$ cat config.mk
export PLATFORM = sky130hd
export DESIGN_NAME = leave_one_out_overlap_score_top_flat
export DESIGN_NICKNAME = d
export VERILOG_FILES = /design/src/rtl/llos_pkg.sv /design/src/rtl/llos_if.sv /design/src/rtl/llos_front.sv /design/src/rtl/llos_fifo.sv /design/src/rtl/llos_div.sv /design/src/rtl/llos_back.sv /design/src/rtl/leave_one_out_overlap_score_top.sv /design/src/flat_wrapper.sv
export SDC_FILE = /design/constraint.sdc
export NUM_CORES = 1
export LEC_CHECK = 0
export BUFFER_PORTS_ARGS = -buffer_cell sky130_fd_sc_hd__clkbuf_2
export CAP_MARGIN = 20
export CORE_MARGIN = 10
export CORE_UTILIZATION = 30
export DETAILED_ROUTE_END_ITERATION = 10
export HOLD_SLACK_MARGIN = 0.1
export PLACE_DENSITY = 0.4
export SYNTH_ARGS = -nofsm -noshare
export SYNTH_HDL_FRONTEND = slang
export SYNTH_HIERARCHICAL = 1
export SYNTH_SLANG_ARGS = --single-unit
$ cat constraint.sdc
create_clock -name clk_i -period 6.6 [get_ports clk_i]
set_clock_uncertainty 0.05 [all_clocks]
set_input_delay 1.32 -clock clk_i [delete_from_list [all_inputs] [get_ports clk_i]]
set_output_delay 1.32 -clock clk_i [all_outputs]
set_load 0.01 [all_outputs]
$ cat src/rtl/llos_pkg.sv
package llos_pkg;

  localparam int unsigned LABEL_W     = 16;
  localparam int unsigned ATLAS_W     = 4;
  localparam int unsigned AGREE_W     = 3;
  localparam int unsigned NM1_W       = 3;
  localparam int unsigned MAX_ATLASES = 8;
  localparam int unsigned CNT_W       = 32;
  localparam int unsigned SUM_W       = CNT_W + 3;
  localparam int unsigned FRAC_BITS   = 16;
  localparam int unsigned RATIO_W     = FRAC_BITS + 1;
  localparam int unsigned DIV_CNT_W   = $clog2(FRAC_BITS + 1);

  localparam int unsigned QDEPTH      = 2;
  localparam int unsigned QPTR_W      = $clog2(QDEPTH);
  localparam int unsigned QCNT_W      = $clog2(QDEPTH + 1);

  localparam int unsigned CFG_IDX_W   = 1;
  localparam int unsigned CFG_DATA_W  = LABEL_W;

  localparam logic [CFG_IDX_W-1:0] REG_LABEL_VALUE = 1'b0;
  localparam logic [CFG_IDX_W-1:0] REG_ATLAS_COUNT = 1'b1;

  localparam logic [ATLAS_W-1:0] ATLAS_RESET = ATLAS_W'(MAX_ATLASES);
  localparam logic [ATLAS_W-1:0] ATLAS_MIN   = ATLAS_W'(2);
  localparam logic [NM1_W-1:0]   NM1_MIN     = NM1_W'(1);
  localparam logic [NM1_W-1:0]   NM1_MAX     = NM1_W'(MAX_ATLASES - 1);
  localparam logic [RATIO_W-1:0] ONE_Q16     = RATIO_W'(1) << FRAC_BITS;

  typedef struct packed {
    logic               is_held;
    logic               is_major;
    logic [AGREE_W-1:0] agree;
    logic [NM1_W-1:0]   nm1;
    logic               last;
  } voxel_t;

endpackage

$ cat src/rtl/llos_if.sv
interface llos_in_if;
  logic                             valid;
  logic                             ready;
  logic [llos_pkg::LABEL_W-1:0]     held_label;
  logic [llos_pkg::AGREE_W-1:0]     agree_count;
  logic                             last_voxel;

  modport source (output valid, held_label, agree_count, last_voxel, input ready);
  modport sink   (input valid, held_label, agree_count, last_voxel, output ready);
endinterface

interface llos_out_if;
  logic                             valid;
  logic                             ready;
  logic [llos_pkg::RATIO_W-1:0]     soft_ratio;
  logic [llos_pkg::RATIO_W-1:0]     majority_ratio;
  logic                             soft_empty;
  logic                             majority_empty;

  modport source (output valid, soft_ratio, majority_ratio, soft_empty, majority_empty,
                  input ready);
  modport sink   (input valid, soft_ratio, majority_ratio, soft_empty, majority_empty,
                  output ready);
endinterface

$ cat src/rtl/llos_front.sv
module llos_front (
  input  logic                               clk_i,
  input  logic                               rst_ni,
  llos_in_if.sink                            vox_i,
  input  logic                               cfg_we_i,
  input  logic [llos_pkg::CFG_IDX_W-1:0]     cfg_idx_i,
  input  logic [llos_pkg::CFG_DATA_W-1:0]    cfg_wdata_i,
  input  logic                               q_full_i,
  output logic                               q_push_o,
  output llos_pkg::voxel_t                   q_data_o
);

  logic [llos_pkg::LABEL_W-1:0] label_q;
  logic [llos_pkg::ATLAS_W-1:0] atlas_q;
  logic [llos_pkg::NM1_W-1:0]   nm1;

  always_ff @(posedge clk_i or negedge rst_ni) begin
    if (!rst_ni) begin
      label_q <= '0;
      atlas_q <= llos_pkg::ATLAS_RESET;
    end else if (cfg_we_i) begin
      unique case (cfg_idx_i)
        llos_pkg::REG_LABEL_VALUE: label_q <= cfg_wdata_i[llos_pkg::LABEL_W-1:0];
        llos_pkg::REG_ATLAS_COUNT: atlas_q <= cfg_wdata_i[llos_pkg::ATLAS_W-1:0];
        default: ;
      endcase
    end
  end

  // clamp N to its legal range, then take N-1
  always_comb begin
    priority if (atlas_q < llos_pkg::ATLAS_MIN) begin
      nm1 = llos_pkg::NM1_MIN;
    end else if (atlas_q > llos_pkg::ATLAS_W'(llos_pkg::MAX_ATLASES)) begin
      nm1 = llos_pkg::NM1_MAX;
    end else begin
      nm1 = llos_pkg::NM1_W'(atlas_q - llos_pkg::ATLAS_W'(1));
    end
  end

  assign vox_i.ready = !q_full_i;
  assign q_push_o    = vox_i.valid && !q_full_i;

  always_comb begin
    q_data_o.is_held  = (vox_i.held_label == label_q);
    q_data_o.is_major = ({1'b0, vox_i.agree_count, 1'b0} > {2'b00, nm1});
    q_data_o.agree    = vox_i.agree_count;
    q_data_o.nm1      = nm1;
    q_data_o.last     = vox_i.last_voxel;
  end

endmodule

$ cat src/rtl/llos_fifo.sv
module llos_fifo (
  input  logic             clk_i,
  input  logic             rst_ni,
  input  logic             push_i,
  input  llos_pkg::voxel_t push_data_i,
  output logic             full_o,
  input  logic             pop_i,
  output logic             empty_o,
  output llos_pkg::voxel_t pop_data_o
);

  llos_pkg::voxel_t                mem_q [llos_pkg::QDEPTH];
  logic [llos_pkg::QPTR_W-1:0]     wptr_q, rptr_q;
  logic [llos_pkg::QCNT_W-1:0]     cnt_q;

  assign full_o     = (cnt_q == llos_pkg::QCNT_W'(llos_pkg::QDEPTH));
  assign empty_o    = (cnt_q == '0);
  assign pop_data_o = mem_q[rptr_q];

  always_ff @(posedge clk_i) begin
    if (push_i) begin
      mem_q[wptr_q] <= push_data_i;
    end
  end

  always_ff @(posedge clk_i or negedge rst_ni) begin
    if (!rst_ni) begin
      wptr_q <= '0;
      rptr_q <= '0;
      cnt_q  <= '0;
    end else begin
      if (push_i) begin
        wptr_q <= (wptr_q == llos_pkg::QPTR_W'(llos_pkg::QDEPTH - 1)) ? '0 : wptr_q + 1'b1;
      end
      if (pop_i) begin
        rptr_q <= (rptr_q == llos_pkg::QPTR_W'(llos_pkg::QDEPTH - 1)) ? '0 : rptr_q + 1'b1;
      end
      unique case ({push_i, pop_i})
        2'b10:   cnt_q <= cnt_q + 1'b1;
        2'b01:   cnt_q <= cnt_q - 1'b1;
        default: cnt_q <= cnt_q;
      endcase
    end
  end

endmodule

$ cat src/rtl/llos_div.sv
module llos_div (
  input  logic                            clk_i,
  input  logic                            rst_ni,
  input  logic                            start_i,
  input  logic [llos_pkg::SUM_W-1:0]      num_i,
  input  logic [llos_pkg::SUM_W-1:0]      den_i,
  output logic                            busy_o,
  output logic [llos_pkg::RATIO_W-1:0]    quo_o
);

  logic [llos_pkg::SUM_W-1:0]     rem_q, den_q;
  logic [llos_pkg::RATIO_W-1:0]   quo_q;
  logic [llos_pkg::DIV_CNT_W-1:0] cnt_q;
  logic [llos_pkg::SUM_W:0]       rem_sh;
  logic [llos_pkg::SUM_W:0]       rem_sub;
  logic                           take;

  assign rem_sh  = {rem_q, 1'b0};
  assign rem_sub = rem_sh - {1'b0, den_q};
  assign take    = (rem_sh >= {1'b0, den_q});
  assign busy_o  = (cnt_q != '0);
  assign quo_o   = quo_q;

  always_ff @(posedge clk_i) begin
    if (start_i) begin
      rem_q <= num_i;
      den_q <= den_i;
      quo_q <= (num_i >= den_i) ? llos_pkg::ONE_Q16 : '0;
    end else if (busy_o) begin
      rem_q <= take ? rem_sub[llos_pkg::SUM_W-1:0] : rem_sh[llos_pkg::SUM_W-1:0];
      quo_q <= {quo_q[llos_pkg::RATIO_W-2:0], take};
    end
  end

  always_ff @(posedge clk_i or negedge rst_ni) begin
    if (!rst_ni) begin
      cnt_q <= '0;
    end else if (start_i) begin
      cnt_q <= (num_i >= den_i) ? '0 : llos_pkg::DIV_CNT_W'(llos_pkg::FRAC_BITS);
    end else if (busy_o) begin
      cnt_q <= cnt_q - 1'b1;
    end
  end

endmodule

$ cat src/rtl/llos_back.sv
module llos_back (
  input  logic             clk_i,
  input  logic             rst_ni,
  input  logic             q_empty_i,
  input  llos_pkg::voxel_t q_data_i,
  output logic             q_pop_o,
  llos_out_if.source       res_o
);

  localparam logic [2:0] ST_ACC   = 3'd0;
  localparam logic [2:0] ST_MUL   = 3'd1;
  localparam logic [2:0] ST_START = 3'd2;
  localparam logic [2:0] ST_DIV   = 3'd3;
  localparam logic [2:0] ST_OUT   = 3'd4;

  logic [2:0]                     state_q, state_d;
  logic [llos_pkg::SUM_W-1:0]     agree_q, agree_d;
  logic [llos_pkg::CNT_W-1:0]     held_q, held_d;
  logic [llos_pkg::CNT_W-1:0]     inter_q, inter_d;
  logic [llos_pkg::CNT_W-1:0]     union_q, union_d;
  logic [llos_pkg::NM1_W-1:0]     nm1_q, nm1_d;
  logic [llos_pkg::SUM_W-1:0]     den_soft_q;
  logic                           soft_empty_q, maj_empty_q;
  logic                           out_valid_q, out_valid_d;
  logic                           load_out;
  logic                           div_start;
  logic [llos_pkg::SUM_W:0]       agree_add;
  logic                           soft_busy, maj_busy;
  logic [llos_pkg::RATIO_W-1:0]   soft_quo, maj_quo;
  logic [llos_pkg::RATIO_W-1:0]   soft_ratio_q, maj_ratio_q;
  logic                           soft_flag_q, maj_flag_q;

  assign agree_add = {1'b0, agree_q} + llos_pkg::SUM_W'(q_data_i.agree);
  assign q_pop_o   = (state_q == ST_ACC) && !q_empty_i;
  assign div_start = (state_q == ST_START);
  assign load_out  = (state_q == ST_OUT) && (!out_valid_q || res_o.ready);

  always_comb begin
    state_d = state_q;
    agree_d = agree_q;
    held_d  = held_q;
    inter_d = inter_q;
    union_d = union_q;
    nm1_d   = nm1_q;
    unique case (state_q)
      ST_ACC: begin
        if (q_pop_o) begin
          if (q_data_i.is_held) begin
            agree_d = agree_add[llos_pkg::SUM_W] ? '1 : agree_add[llos_pkg::SUM_W-1:0];
            held_d  = (&held_q) ? held_q : held_q + 1'b1;
          end
          if (q_data_i.is_held && q_data_i.is_major) begin
            inter_d = (&inter_q) ? inter_q : inter_q + 1'b1;
          end
          if (q_data_i.is_held || q_data_i.is_major) begin
            union_d = (&union_q) ? union_q : union_q + 1'b1;
          end
          if (q_data_i.last) begin
            nm1_d   = q_data_i.nm1;
            state_d = ST_MUL;
          end
        end
      end
      ST_MUL:   state_d = ST_START;
      ST_START: begin
        agree_d = '0;
        held_d  = '0;
        inter_d = '0;
        union_d = '0;
        state_d = ST_DIV;
      end
      ST_DIV: begin
        if (!soft_busy && !maj_busy) begin
          state_d = ST_OUT;
        end
      end
      ST_OUT: begin
        if (load_out) begin
          state_d = ST_ACC;
        end
      end
      default: state_d = ST_ACC;
    endcase
  end

  always_comb begin
    out_valid_d = out_valid_q;
    if (res_o.ready) begin
      out_valid_d = 1'b0;
    end
    if (load_out) begin
      out_valid_d = 1'b1;
    end
  end

  always_ff @(posedge clk_i or negedge rst_ni) begin
    if (!rst_ni) begin
      state_q     <= ST_ACC;
      agree_q     <= '0;
      held_q      <= '0;
      inter_q     <= '0;
      union_q     <= '0;
      out_valid_q <= 1'b0;
    end else begin
      state_q     <= state_d;
      agree_q     <= agree_d;
      held_q      <= held_d;
      inter_q     <= inter_d;
      union_q     <= union_d;
      out_valid_q <= out_valid_d;
    end
  end

  always_ff @(posedge clk_i) begin
    nm1_q <= nm1_d;
    if (state_q == ST_MUL) begin
      den_soft_q <= llos_pkg::SUM_W'(nm1_q) * llos_pkg::SUM_W'(held_q);
    end
    if (div_start) begin
      soft_empty_q <= (held_q == '0);
      maj_empty_q  <= (union_q == '0);
    end
    if (load_out) begin
      soft_ratio_q <= soft_empty_q ? '0 : soft_quo;
      maj_ratio_q  <= maj_empty_q ? '0 : maj_quo;
      soft_flag_q  <= soft_empty_q;
      maj_flag_q   <= maj_empty_q;
    end
  end

  llos_div u_soft_div (
    .clk_i   (clk_i),
    .rst_ni  (rst_ni),
    .start_i (div_start),
    .num_i   (agree_q),
    .den_i   (den_soft_q),
    .busy_o  (soft_busy),
    .quo_o   (soft_quo)
  );

  llos_div u_maj_div (
    .clk_i   (clk_i),
    .rst_ni  (rst_ni),
    .start_i (div_start),
    .num_i   (llos_pkg::SUM_W'(inter_q)),
    .den_i   (llos_pkg::SUM_W'(union_q)),
    .busy_o  (maj_busy),
    .quo_o   (maj_quo)
  );

  assign res_o.valid          = out_valid_q;
  assign res_o.soft_ratio     = soft_ratio_q;
  assign res_o.majority_ratio = maj_ratio_q;
  assign res_o.soft_empty     = soft_flag_q;
  assign res_o.majority_empty = maj_flag_q;

endmodule

$ cat src/rtl/leave_one_out_overlap_score_top.sv
// Channel   Direction  Transfer on          Payload
// vox_i     in         valid & ready        held_label, agree_count, last_voxel
// res_o     out        valid & ready        soft_ratio, majority_ratio, soft_empty,
//                                           majority_empty
// cfg       in         cfg_we_i             cfg_idx_i, cfg_wdata_i
//
// A voxel is added to the sums as it is popped from the queue; voxels stream at one per cycle
// while the accumulator is in its accumulate state. The last voxel of a volume holds the
// accumulator through a multiply state, a divider start state, 16 Q1.16 divide steps
// and a done check, then the output load. A divider skips its steps when its ratio
// reaches 1.0, and the load waits while an earlier result is still stalled at the output.
// The input stalls only while the two-entry queue is full. Reset clears sums and queue.
module leave_one_out_overlap_score_top (
  input  logic                            clk_i,
  input  logic                            rst_ni,
  llos_in_if.sink                         vox_i,
  llos_out_if.source                      res_o,
  input  logic                            cfg_we_i,
  input  logic [llos_pkg::CFG_IDX_W-1:0]  cfg_idx_i,
  input  logic [llos_pkg::CFG_DATA_W-1:0] cfg_wdata_i
);

  logic             q_push, q_pop, q_full, q_empty;
  llos_pkg::voxel_t q_wdata, q_rdata;

  llos_front u_front (
    .clk_i       (clk_i),
    .rst_ni      (rst_ni),
    .vox_i       (vox_i),
    .cfg_we_i    (cfg_we_i),
    .cfg_idx_i   (cfg_idx_i),
    .cfg_wdata_i (cfg_wdata_i),
    .q_full_i    (q_full),
    .q_push_o    (q_push),
    .q_data_o    (q_wdata)
  );

  llos_fifo u_fifo (
    .clk_i       (clk_i),
    .rst_ni      (rst_ni),
    .push_i      (q_push),
    .push_data_i (q_wdata),
    .full_o      (q_full),
    .pop_i       (q_pop),
    .empty_o     (q_empty),
    .pop_data_o  (q_rdata)
  );

  llos_back u_back (
    .clk_i     (clk_i),
    .rst_ni    (rst_ni),
    .q_empty_i (q_empty),
    .q_data_i  (q_rdata),
    .q_pop_o   (q_pop),
    .res_o     (res_o)
  );

endmodule

$ cat src/flat_wrapper.sv
// flat-port wrapper written by rule: the top's interface ports become plain ports
module leave_one_out_overlap_score_top_flat 
  (clk_i, rst_ni, cfg_we_i, cfg_idx_i, cfg_wdata_i, vox_i_valid, vox_i_held_label, vox_i_agree_count, vox_i_last_voxel, vox_i_ready, res_o_valid, res_o_soft_ratio, res_o_majority_ratio, res_o_soft_empty, res_o_majority_empty, res_o_ready);
  llos_in_if vox_i_i ();
  llos_out_if res_o_i ();
  input  logic clk_i;
  input  logic rst_ni;
  input  logic cfg_we_i;
  input  logic [llos_pkg::CFG_IDX_W-1:0] cfg_idx_i;
  input  logic [llos_pkg::CFG_DATA_W-1:0] cfg_wdata_i;
  input wire logic [$bits(vox_i_i.valid)-1:0] vox_i_valid;
  input wire logic [$bits(vox_i_i.held_label)-1:0] vox_i_held_label;
  input wire logic [$bits(vox_i_i.agree_count)-1:0] vox_i_agree_count;
  input wire logic [$bits(vox_i_i.last_voxel)-1:0] vox_i_last_voxel;
  output wire logic [$bits(vox_i_i.ready)-1:0] vox_i_ready;
  output wire logic [$bits(res_o_i.valid)-1:0] res_o_valid;
  output wire logic [$bits(res_o_i.soft_ratio)-1:0] res_o_soft_ratio;
  output wire logic [$bits(res_o_i.majority_ratio)-1:0] res_o_majority_ratio;
  output wire logic [$bits(res_o_i.soft_empty)-1:0] res_o_soft_empty;
  output wire logic [$bits(res_o_i.majority_empty)-1:0] res_o_majority_empty;
  input wire logic [$bits(res_o_i.ready)-1:0] res_o_ready;
  assign vox_i_i.valid = vox_i_valid;
  assign vox_i_i.held_label = vox_i_held_label;
  assign vox_i_i.agree_count = vox_i_agree_count;
  assign vox_i_i.last_voxel = vox_i_last_voxel;
  assign vox_i_ready = vox_i_i.ready;
  assign res_o_valid = res_o_i.valid;
  assign res_o_soft_ratio = res_o_i.soft_ratio;
  assign res_o_majority_ratio = res_o_i.majority_ratio;
  assign res_o_soft_empty = res_o_i.soft_empty;
  assign res_o_majority_empty = res_o_i.majority_empty;
  assign res_o_i.ready = res_o_ready;
  leave_one_out_overlap_score_top u_core (.clk_i(clk_i), .rst_ni(rst_ni), .vox_i(vox_i_i), .res_o(res_o_i), .cfg_we_i(cfg_we_i), .cfg_idx_i(cfg_idx_i), .cfg_wdata_i(cfg_wdata_i));
endmodule
==> results.md, run 1 <==
* Outcome: complete, no violations
* Vias per cell at around 5
* Fin crit period at 4410 ps
* Placed instance count at 4162
* Die height at 330 µm
* Bufs on Longest Clock Path at 3
* Final hold vios at 0
* Port bufs at 79
* Diodes inserted at 0
* Measured slew at the worst slew-check pin at 1110 ps
* Post-CTS Resized at 0
* Crit-path slowest cell: edfxtp_1
* Core Util, Final at 0.340
* Die Area at between 100000 and 150000 µm²
* Worst min path class: register to register
* Reg area at about 12000 µm²
* Worst hold margin at 393 ps
* Drt drc at 0
* Initial antenna violation count at 3
* Fin cells at 4271
* Hold Buf Count CTS at 0
* EDFF count, synth at 268
* Critical Path Fanout Max at 32
* Placed cell area at about 30000 µm²
* Gp weighted congestion at ~0.83
* Drt wl/cell at about 18 µm
* Post-synthesis cell count at ~2900
* Number of global-route vias before repair at between 20000 and 25000
* Critical Path AT at 4810 ps
* Worst-Skew Late Latency at about 640 ps
* Layout cells sized above 1 at 0.110
* Gr usage total at 0.142
* Drt first pass iters at 5
* Max Cap Viol at 0
* Max Clk Rate at about 230 MHz
* Period utilisation layout at 0.668
* Synthesis-stage register bit count at 437
* CTS tree: yes
* Library cells used by synthesis at 93
* Post-CTS Repair Setup Buffers at 0
* Ys async rst share at 0.387
* Overflow after GRT at 0
* Final #Nets at 3223
* Finished Cell Area at between 30000 and 40000 µm²
* Main flop type after synthesis: edfxtp_1
* Largest net degree at the start of global routing at 118
* CP Class: register to register
* Die X at 330 µm
* Num rows at ~110
* CP peak stage delay at 1000 ps
* Peak VDD IR at around 190 µV
* Clk slew on worst S/H paths at 60 ps
* Initial Util at 0.303
* H-tree Lvls at 2
* Core area at approximately 95000 µm²
* Total wire length at ~80000 µm
* DP Wirelength at 57200 µm
* Max-slew violations at 0
* YS warnings at 6
* Num CTS Buffers at 57
* First-pass GRT wire length at around 120000 µm
* Via count at 21300
* Critical Path RT at 7000 ps
* Detail Route Antenna Nets at 0
* Clk root buf: clkbuf_16
* Most frequent cells in the layout: nand2_1 (272), edfxtp_1 (268), inv_1 (253), nor2_1 (211), ha_1 (190)
* Syn avg cell area at 9.87 µm²
* Area delta synth->final at 12.4%
* Commonest non-fill, non-tap cell in the layout: nand2_1
* Ports at 80
* CP startpoint kind: register
* Multi-input combinational cell area at 15100 µm²
* Worst Setup End Kind: register
* Setup Viol. Count Final at 0
* Setup TNS Final at 0 ps
* Cell breakdown of the critical path: nand2_1 > fa_1 > inv_1 > ha_1 > nand2_1 > o31ai_1 > o211ai_1 > and4b_1 > or2_0 > and4b_1 > nor4_1
* DRT iter0 DRCs at 1155
* Total leakage power at around 14 nW
* Setup slack after layout at 2190 ps
* Pre-CTS WS at 2240 ps
* Pwr Total at 12.4 mW
* Unrepaired setup endpoints after global routing: no
* Pwr Density at about 380 nW/µm²
* Worst slew margin at 0.254
* Fillers at 9745
* Clk sinks at roughly 440
* Mapped Area at roughly 29000 µm²
* Post-synthesis sequential area ratio at 0.425
-- layer usage --
layer  global-route usage  share of wire  vias up
li1                     -              -    10500
met1                0.199           0.49    10300
met2                0.221           0.44      381
met3               0.0213          0.038      110
met4               0.0464          0.028        0
met5                    0              0        -
-- power breakdown --
| group | total, mW | switching [mW] | internal (mW) |
|---|---|---|---|
| clock | 3.36 | 1.29 | 2.07 |
| sequential | 4.05 | 0.338 | 3.71 |
| combinational | 4.96 | 2.69 | 2.27 |
-- worst max-delay path, delay by kind of cell, from the launching register on --
kind | cells | cell delay, ps
AOI/OAI and AO/OA | 2 | 990
adders and majority gates | 2 | 890
buffers and inverters | 1 | 40
DFF | 1 | 1000
and+or+nand+nor | 6 | 1250
-- final timing paths --
check                      cells past startpoint                              startpoint                                      endpoint  slack, ps
max                                           11        u_core/u_back/nm1_q[1]$_DFFE_PP_        u_core/u_back/den_soft_q[33]$_DFFE_PP_       2190
min                                            0  u_core/u_back/den_soft_q[14]$_DFFE_PP_  u_core/u_back/u_soft_div/den_q[14]$_DFFE_PP_        390
max reg2reg                                   11        u_core/u_back/nm1_q[1]$_DFFE_PP_        u_core/u_back/den_soft_q[33]$_DFFE_PP_       2190
min reg2reg                                    0  u_core/u_back/den_soft_q[14]$_DFFE_PP_  u_core/u_back/u_soft_div/den_q[14]$_DFFE_PP_        390
max in group asynchronous                      2                                  rst_ni         u_core/u_back/agree_q[22]$_DFFE_PN0P_       4640
min in group asynchronous                      1                                  rst_ni         u_core/u_front/label_q[2]$_DFFE_PN0P_        690
-- layout make-up --
type	instances	area share
sequential	437	0.378
multi-input combinational	2115	0.465
clock buffer	80	0.0514
inverter	254	0.0296
tap	1265	0.0488
timing repair buffer	92	0.0165
clock inverter	28	0.0107
-- registers in the layout (all words and copies together), names as in the netlist, 4 cells and up --
| signal | count |
|---|---|
| u_core/u_back/agree_q | 35 |
| u_core/u_back/den_soft_q | 35 |
| u_core/u_back/u_maj_div/den_q | 35 |
| u_core/u_back/u_maj_div/rem_q | 35 |
| u_core/u_back/u_soft_div/den_q | 35 |
| u_core/u_back/u_soft_div/rem_q | 35 |
| u_core/u_back/held_q | 32 |
| u_core/u_back/inter_q | 32 |
| u_core/u_back/union_q | 32 |
| u_core/u_fifo/mem_q | 18 |
| u_core/u_back/res_o.majority_ratio | 17 |
| u_core/u_back/res_o.soft_ratio | 17 |
| u_core/u_back/u_maj_div/quo_o | 17 |
| u_core/u_back/u_soft_div/quo_o | 17 |
| u_core/u_front/label_q | 16 |
| u_core/u_back/u_maj_div/cnt_q | 5 |
| u_core/u_back/u_soft_div/cnt_q | 5 |
| u_core/u_front/atlas_q | 4 |
-- cells by family (layout without fill, tap and decap cells) --
kind of cell               Yosys count  count (layout)  synth area share
buffers and inverters              384             454            0.0548
xor gates and xnor gates           194             194            0.0589
and+or+nand+nor                    986             986             0.174
other                                1              12          0.000130
muxes                              113             113            0.0488
DFF                                437             437             0.425
AOI/OAI and AO/OA                  586             586             0.132
adders and majority gates          224             224             0.106
-- Yosys cell counts (13+ instances only) --
| master | instances | area share |
|---|---|---|
| mux2_4 | 42 | 0.022 |
| nand4_1 | 73 | 0.016 |
| a21oi_1 | 162 | 0.028 |
| edfxtp_1 | 268 | 0.28 |
| and3_1 | 38 | 0.0082 |
| a31oi_1 | 37 | 0.0080 |
| nor4_1 | 26 | 0.0056 |
| nand2b_1 | 15 | 0.0033 |
| o31ai_1 | 18 | 0.0047 |
| nand3_1 | 89 | 0.015 |
| o21ai_0 | 144 | 0.025 |
| inv_1 | 254 | 0.033 |
| mux2i_1 | 18 | 0.0062 |
| and2_1 | 21 | 0.0046 |
| o21a_1 | 18 | 0.0047 |
| and3b_1 | 15 | 0.0046 |
| clkbuf_1 | 100 | 0.013 |
| xor2_1 | 97 | 0.029 |
| a221o_1 | 14 | 0.0049 |
| ha_1 | 190 | 0.082 |
| fa_1 | 34 | 0.024 |
| or3_1 | 19 | 0.0041 |
| a211oi_1 | 13 | 0.0034 |
| xnor2_1 | 97 | 0.029 |
| nor3_1 | 49 | 0.0085 |
| o21ai_1 | 20 | 0.0035 |
| dfrtp_1 | 168 | 0.15 |
| nand2_1 | 272 | 0.035 |
| nor2b_1 | 88 | 0.019 |
| a21o_1 | 70 | 0.018 |
| mux2_2 | 53 | 0.021 |
| nor2_1 | 212 | 0.028 |
Note: power is estimated with default switching activity, not from simulation.
==> run 2: changes to the inputs <==
==> constraint.sdc (replaced) <==
create_clock -name clk_i -period 4.5 [get_ports clk_i]
set_clock_uncertainty 0.05 [all_clocks]
set_input_delay 0.9 -clock clk_i [delete_from_list [all_inputs] [get_ports clk_i]]
set_output_delay 0.9 -clock clk_i [all_outputs]
set_load 0.01 [all_outputs]
==> results.md, run 2 (synthesis gave the netlist of run 1 again) <==
* Drt wl/cell at 18.2 µm (-0.87%)
* Pwr Total at 18.0 mW (+46%)
* Via count at 21200 (-0.30%)
* Ports at 80 (unchanged)
* Crit. Startpoint: u_core/u_back/nm1_q[0]$_DFFE_PP_
* Crit-path slowest cell: edfxtp_1
* Worst min path class: primary input to async pin
* Fin cells at 4285 (+0.33%)
* Worst Setup End Kind: register
* Max Cap Viol at 0 (unchanged)
* Met2 GRT Util at 0.219 (-0.00139)
* Cell breakdown of the critical path: and2_1 > fa_1 > ha_1 > fa_1 > a21oi_1 > o211ai_1 > nand3_1 > and4b_1 > nor2_1 > a311oi_1 > xnor2_1
* Fin crit period at 4040 ps (-371 ps)
* Met1 usage at 0.201 (+0.00184)
* Worst reg-to-reg setup slack at 460 ps (-1730 ps)
* Worst hold margin at 294 ps (-99.0 ps)
* Diodes inserted at 0 (unchanged)
* DRT iter0 DRCs at 1373 (+19%)
* CP startpoint kind: register
* Initial Util at 0.303 (unchanged)
* CTS tree: yes
* Pwr Density at 555 nW/µm² (+46%)
* CP peak stage delay at 960 ps (-40 ps)
* Clk sinks at 437 (unchanged)
* Commonest non-fill, non-tap cell in the layout: nand2_1
* Worst-Skew Late Latency at 660 ps (+20 ps)
* Bufs on Longest Clock Path at 3 (unchanged)
* Pre-CTS WS at 475 ps (-1770 ps)
* Peak VDD IR at 294 µV (+56%)
* Critical R2R Launch: u_core/u_back/nm1_q[0]$_DFFE_PP_
* R2R cell count at 11 (unchanged)
* H-tree Lvls at 2 (unchanged)
* Unrepaired setup endpoints after global routing: no
* Final #Nets at 3237 (+0.43%)
* Max-slew violations at 0 (unchanged)
* Crit-path leading delay family: adder cells
* Bufs and invs on worst path at 0 (-1)
* Global routing usage on met3 at 0.0222 (+0.000957)
* Setup TNS Final at 0 ps (unchanged)
* Die Area at 109000 µm² (unchanged)
* Hold Buf Count CTS at 0 (unchanged)
* Final hold vios at 0 (unchanged)
* Setup Viol. Count Final at 0 (unchanged)
* Total leakage power at 13.9 nW (+0.23%)
* Post-CTS Repair Setup Buffers at 0 (unchanged)
* Critical Path AT at 4380 ps (-430 ps)
* Detail Route Antenna Nets at 0 (unchanged)
* DP Wirelength at 57100 µm (-0.20%)
* CP Depth at 11 (unchanged)
* First-pass GRT wire length at 125000 µm (about the same)
* Clk root buf: clkbuf_16
* Placed instance count at 4177 (+0.36%)
* Fillers at 9739 (-0.062%)
* Most frequent cells in the layout: nand2_1 (272), edfxtp_1 (268), inv_1 (253), nor2_1 (211), ha_1 (190)
* Drt first pass iters at 6 (+1)
* Initial antenna violation count at 2 (-1)
* Drt drc at 0 (unchanged)
* Die height at 330 µm (unchanged)
* Measured slew at the worst slew-check pin at 1040 ps (-73.4 ps)
* Most used cell along the critical path: fa_1
* Critical Path Fanout Max at 32 (unchanged)
* CP Class: register to register
* Num rows at 113 (unchanged)
* Gr usage total at 0.142 (+0.000544)
* Setup slack after layout at 463 ps (-1730 ps)
* Layout cells sized above 1 at 0.114 (+0.00346)
* Post-CTS Resized at 0 (unchanged)
* Core area at 95300 µm² (unchanged)
* Outcome: complete, no violations
* Reg-to-reg endpoint: u_core/u_back/den_soft_q[28]$_DFFE_PP_
* Total wire length at 78000 µm (-0.55%)
* Number of global-route vias before repair at 21600 (+0.060%)
* Area delta synth->final at 12.6%
* Vias per cell at 4.95 (-0.63%)
* Critical Path RT at 4840 ps (-2160 ps)
* Num CTS Buffers at 57 (unchanged)
* Largest net degree at the start of global routing at 114 (-3.4%)
* Worst slew margin at 0.306 (+0.0524)
* Clk slew on worst S/H paths at 60 ps (about the same)
* Max Clk Rate at 248 MHz (+9.2%)
* Die X at 330 µm (unchanged)
* Period utilisation layout at 0.897 (+0.229)
* Setup crit end: u_core/u_back/den_soft_q[28]$_DFFE_PP_
* Gp weighted congestion at 0.823 (-0.92%)
* Overflow after GRT at 0 (unchanged)
* GR peak layer: met2
* Port bufs at 79 (unchanged)
==> run 2: cell types whose count changed in the layout (fill, tap and decap cells not counted), moves of 3 or more <==
cell | previous run | this run
clkinv_2 | 10 | 7
inv_6 | 1 | 6
clkbuf_8 | 8 | 5
clkbuf_16 | 61 | 58
buf_4 | 11 | 23
buf_12 | 1 | 4
==> run 2: where the power goes <==
part	internal (mW)	switching, mW	leakage (nW)	total [mW]
Combinational	3.38	3.92	8.09	7.30
Sequential	5.44	0.503	4.88	5.95
Clock	2.86	1.94	0.948	4.80
==> run 2: per-stage QoR <==
stage	util	instance area [µm²]
2_1_floorplan	-	28900
3_3_place_gp	0.321	30600
3_5_place_dp	0.321	30600
4_1_cts	0.341	32500
5_1_grt	0.341	32500
6_report	0.341	32500
==> run 2: cell type report <==
class / instances / area [µm²] / share of cell area
sequential: 437 / 12300 / 0.378
timing repair buffer: 106 / 657 / 0.0202
tap: 1265 / 1580 / 0.0487
inverter: 254 / 961 / 0.0296
clock buffer: 76 / 1560 / 0.0480
clock inverter: 32 / 390 / 0.0120
multi-input combinational: 2115 / 15100 / 0.464
==> run 2: layer usage <==
metal	share of wire	up-vias
met5	0	-
met4	0.028	0
met3	0.042	104
met2	0.43	374
met1	0.50	10200
li1	-	10500
==> run 2: worst min-delay path by stage <==
stage / from / end / slack, ps / cells past startpoint
2_1_floorplan: u_core/u_back/den_soft_q[10]$_DFFE_PP_ / u_core/u_back/u_soft_div/den_q[10]$_DFFE_PP_ / 380 / 0
3_3_place_gp: u_core/u_back/den_soft_q[18]$_DFFE_PP_ / u_core/u_back/u_soft_div/den_q[18]$_DFFE_PP_ / 390 / 0
3_5_place_dp: u_core/u_back/den_soft_q[12]$_DFFE_PP_ / u_core/u_back/u_soft_div/den_q[12]$_DFFE_PP_ / 390 / 0
4_1_cts: rst_ni / u_core/u_front/label_q[2]$_DFFE_PN0P_ / 280 / 1
5_1_grt: rst_ni / u_core/u_front/label_q[2]$_DFFE_PN0P_ / 340 / 1
6_report: rst_ni / u_core/u_front/label_q[2]$_DFFE_PN0P_ / 290 / 1
==> run 2: worst register-to-register path, cell delays in order, from the launching register on <==
cell,delay (ps)
edfxtp_1,960
and2_1,260
fa_1,420
ha_1,250
fa_1,420
a21oi_1,250
o211ai_1,190
nand3_1,190
and4b_1,280
nor2_1,90
a311oi_1,330
xnor2_1,90
==> run 3: changes to the inputs <==
--- a/config.mk
+++ b/config.mk
@@ -14,5 +14,4 @@
 export PLACE_DENSITY = 0.4
 export SYNTH_ARGS = -nofsm -noshare
 export SYNTH_HDL_FRONTEND = slang
-export SYNTH_HIERARCHICAL = 1
 export SYNTH_SLANG_ARGS = --single-unit
==> results.md, run 3 <==
* Initial Util at 0.304 (+0.00114)
* Clk sinks at 434 (-0.69%)
* Crit-path slowest cell: fa_1
* Outcome: complete, no violations
* Worst min path class: primary input to async pin
* H-tree Lvls at 2 (unchanged)
* Die Area at 104000 µm² (-4.5%)
* Highest metal used: met4
* Worst Setup End Kind: register
* Main flop type after synthesis: edfxtp_1
* Num CTS Buffers at 55 (-3.5%)
* Max-slew violations at 0 (unchanged)
* Pre-CTS WS at 284 ps (-191 ps)
* Post-synthesis sequential area ratio at 0.442 (+0.0169)
* Mapped Area at 27500 µm² (-4.8%)
* Clk root buf: clkbuf_16
* Final hold vios at 0 (unchanged)
* Num rows at 110 (-2.7%)
* DRT iter0 DRCs at 1387 (+1.0%)
* DP Wirelength at 57300 µm (+0.35%)
* Period utilisation layout at 0.900 (+0.00258)
* Unrepaired setup endpoints after global routing: no
* Post-synth top cells: nand2_1 (283), inv_1 (273), edfxtp_1 (262), nor2_1 (256), ha_1 (184)
* CTS tree: yes
* CP peak stage delay at 470 ps (-490 ps)
* Cell breakdown of the critical path: buf_4 > and2_1 > fa_1 > ha_1 > fa_1 > a21oi_1 > o21ai_0 > o2111ai_1 > a211oi_1 > o21ai_0 > a31oi_1 > a21o_1 > a21oi_1 > xnor2_1
* Syn avg cell area at 9.56 µm² (-3.1%)
* Synthesis-stage register bit count at 434 (-0.69%)
* Fin crit period at 4050 ps (+11.6 ps)
* Initial antenna violation count at 1 (-1)
* R2R cell count at 14 (+3)
* Die height at 323 µm (-2.3%)
* Main area contributors after synthesis: edfxtp_1 (29%), dfrtp_1 (15%), ha_1 (8.4%)
* Commonest non-fill, non-tap cell in the layout: nand2_1
* Port bufs at 79 (unchanged)
* Met2 routed WL at 33600 µm (-0.92%)
* Bufs on Longest Clock Path at 3 (unchanged)
* CP Class: register to register
* M1 wire length at 39100 µm (+1.3%)
* Layout cells sized above 1 at 0.101 (-0.0133)
* EDFF count, synth at 262 (-2.2%)
* Crit. Startpoint: u_core.u_back.nm1_q[2]$_DFFE_PP_
* Gr usage total at 0.148 (+0.00554)
* Placed instance count at 4070 (-2.6%)
* Detail Route Antenna Nets at 0 (unchanged)
* First-pass GRT wire length at 123000 µm (-0.96%)
* Hold Buf Count CTS at 0 (unchanged)
* CP startpoint kind: register
* Critical Path AT at 4350 ps (-30 ps)
* Worst-Skew Late Latency at 630 ps (-30 ps)
* Total wire length at 77500 µm (-0.64%)
* Most frequent cells in the layout: nand2_1 (280), inv_1 (272), edfxtp_1 (262), nor2_1 (256), ha_1 (184)
* Total leakage power at 13.9 nW (about the same)
* Setup TNS Final at 0 ps (unchanged)
* Peak VDD IR at 321 µV (+9.1%)
* Critical Path Fanout Max at 16 (-50%)
* Top cell type's share of synthesized area at 0.286 (+0.00736)
* Pwr Total at 16.3 mW (-9.7%)
* Synth area leader: edfxtp_1
* Gp weighted congestion at 0.815 (-0.95%)
* Post-synthesis cell count at 2875 (-1.7%)
* Library cells used by synthesis at 98 (+5.4%)
* Via count at 21000 (-0.89%)
* Max Clk Rate at 247 MHz (-0.29%)
* Number of global-route vias before repair at 21400 (-0.87%)
* Core area at 90400 µm² (-5.1%)
* Diodes inserted at 0 (unchanged)
* Largest net degree at the start of global routing at 90 (-21%)
* Critical Path RT at 4800 ps (-40 ps)
* Overflow after GRT at 0 (unchanged)
* Pwr Density at 521 nW/µm² (-6.2%)
* Ports at 80 (unchanged)
* Reg area at 12200 µm² (-0.98%)
* Setup Viol. Count Final at 0 (unchanged)
* Fin cells at 4179 (-2.5%)
* Metal3 WL at 3390 µm (+4.2%)
* Setup slack after layout at 451 ps (-11.6 ps)
* Clk slew on worst S/H paths at 60 ps (about the same)
* Die X at 323 µm (-2.3%)
* YS warnings at 0 (-6)
* Post-CTS Resized at 0 (unchanged)
* Syn Nets at about 3100
* Drt drc at 0 (unchanged)
* Fillers at 9244 (-5.1%)
* Drt first pass iters at 5 (-1)
* Critical R2R Launch: u_core.u_back.nm1_q[2]$_DFFE_PP_
* Vias per cell at 5.03 (+1.6%)
* Area delta synth->final at 13.8%
* Worst slew margin at 0.353 (+0.0470)
* Ys async rst share at 0.389 (+0.00267)
* Measured slew at the worst slew-check pin at 970 ps (-70.5 ps)
* Most frequent cell after synthesis: nand2_1
* Max Cap Viol at 0 (unchanged)
* Final #Nets at 3216 (-0.65%)
* Multi-input combinational cell area at 13800 µm² (-8.2%)
* Drt wl/cell at 18.6 µm (+1.9%)
-- run 3: path summary, 6_finish.rpt --
kind	to	slack, ps
max	u_core.u_back.den_soft_q[32]$_DFFE_PP_	450
min	u_core.u_back.held_q[9]$_DFFE_PN0P_	270
max reg2reg	u_core.u_back.den_soft_q[32]$_DFFE_PP_	450
min reg2reg	u_core.u_back.u_soft_div.den_q[6]$_DFFE_PP_	390
max in group asynchronous	u_core.u_front.atlas_q[3]$_DFFE_PN1P_	3150
min in group clk_i	u_core.u_back.u_soft_div.den_q[6]$_DFFE_PP_	390
-- run 3: final cells by class --
cell class / instances / area share
Inverter: 273 / 0.0330
Clock inverter: 23 / 0.00908
Tap cell: 1176 / 0.0471
Timing Repair Buffer: 134 / 0.0288
Clock buffer: 81 / 0.0507
Sequential cell: 434 / 0.389
Multi-Input combinational cell: 2058 / 0.443
-- run 3: power by group --
part	switching, mW	leakage [nW]	internal, mW	total (mW)
registers	0.460	4.78	5.32	5.78
clock network	1.82	0.912	2.78	4.59
logic	3.46	8.24	2.47	5.92
-- run 3: worst max-delay path, delay by kind of cell, from the launching register on --
kind	cells	cell delay [ps]
AOI/OAI and AO/OA	8	1800
adders and majority gates	3	1110
DFF	1	370
buffers and inverters	1	200
and+or+nand+nor	1	170
xor gates and xnor gates	1	80
-- run 3: per-stage QoR --
step / hold WS, ps / area, µm² / util
6_report: 273 / 31300 / 0.346
3_3_place_gp: 391 / 29300 / 0.325
2_1_floorplan: 376 / 27500 / -
4_1_cts: 295 / 31200 / 0.345
5_1_grt: 324 / 31300 / 0.346
3_5_place_dp: 385 / 29300 / 0.325
-- run 3: cells by family (layout without fill, tap and decap cells) --
kind of cell | after synthesis | in the layout | share of synthesized area
compound gates | 602 | 602 | 0.139
xor+xnor | 177 | 177 | 0.0564
fa+ha+maj | 218 | 218 | 0.109
buf+inv | 383 | 511 | 0.0554
flops | 434 | 434 | 0.442
mux | 36 | 36 | 0.0145
simple gates | 1025 | 1025 | 0.184
-- run 3: layer usage --
metal  vias to the layer above  global-route usage
met4                         0              0.0354
met5                         -                   0
met3                        82              0.0224
met2                       372               0.229
li1                      10300                   -
met1                     10300               0.214
-- run 3: repair_timing --
action                                  CTS  global route
hold endpoints to repair                  0             0
endpoints found under the setup margin    0             1
buffers inserted                          0             4
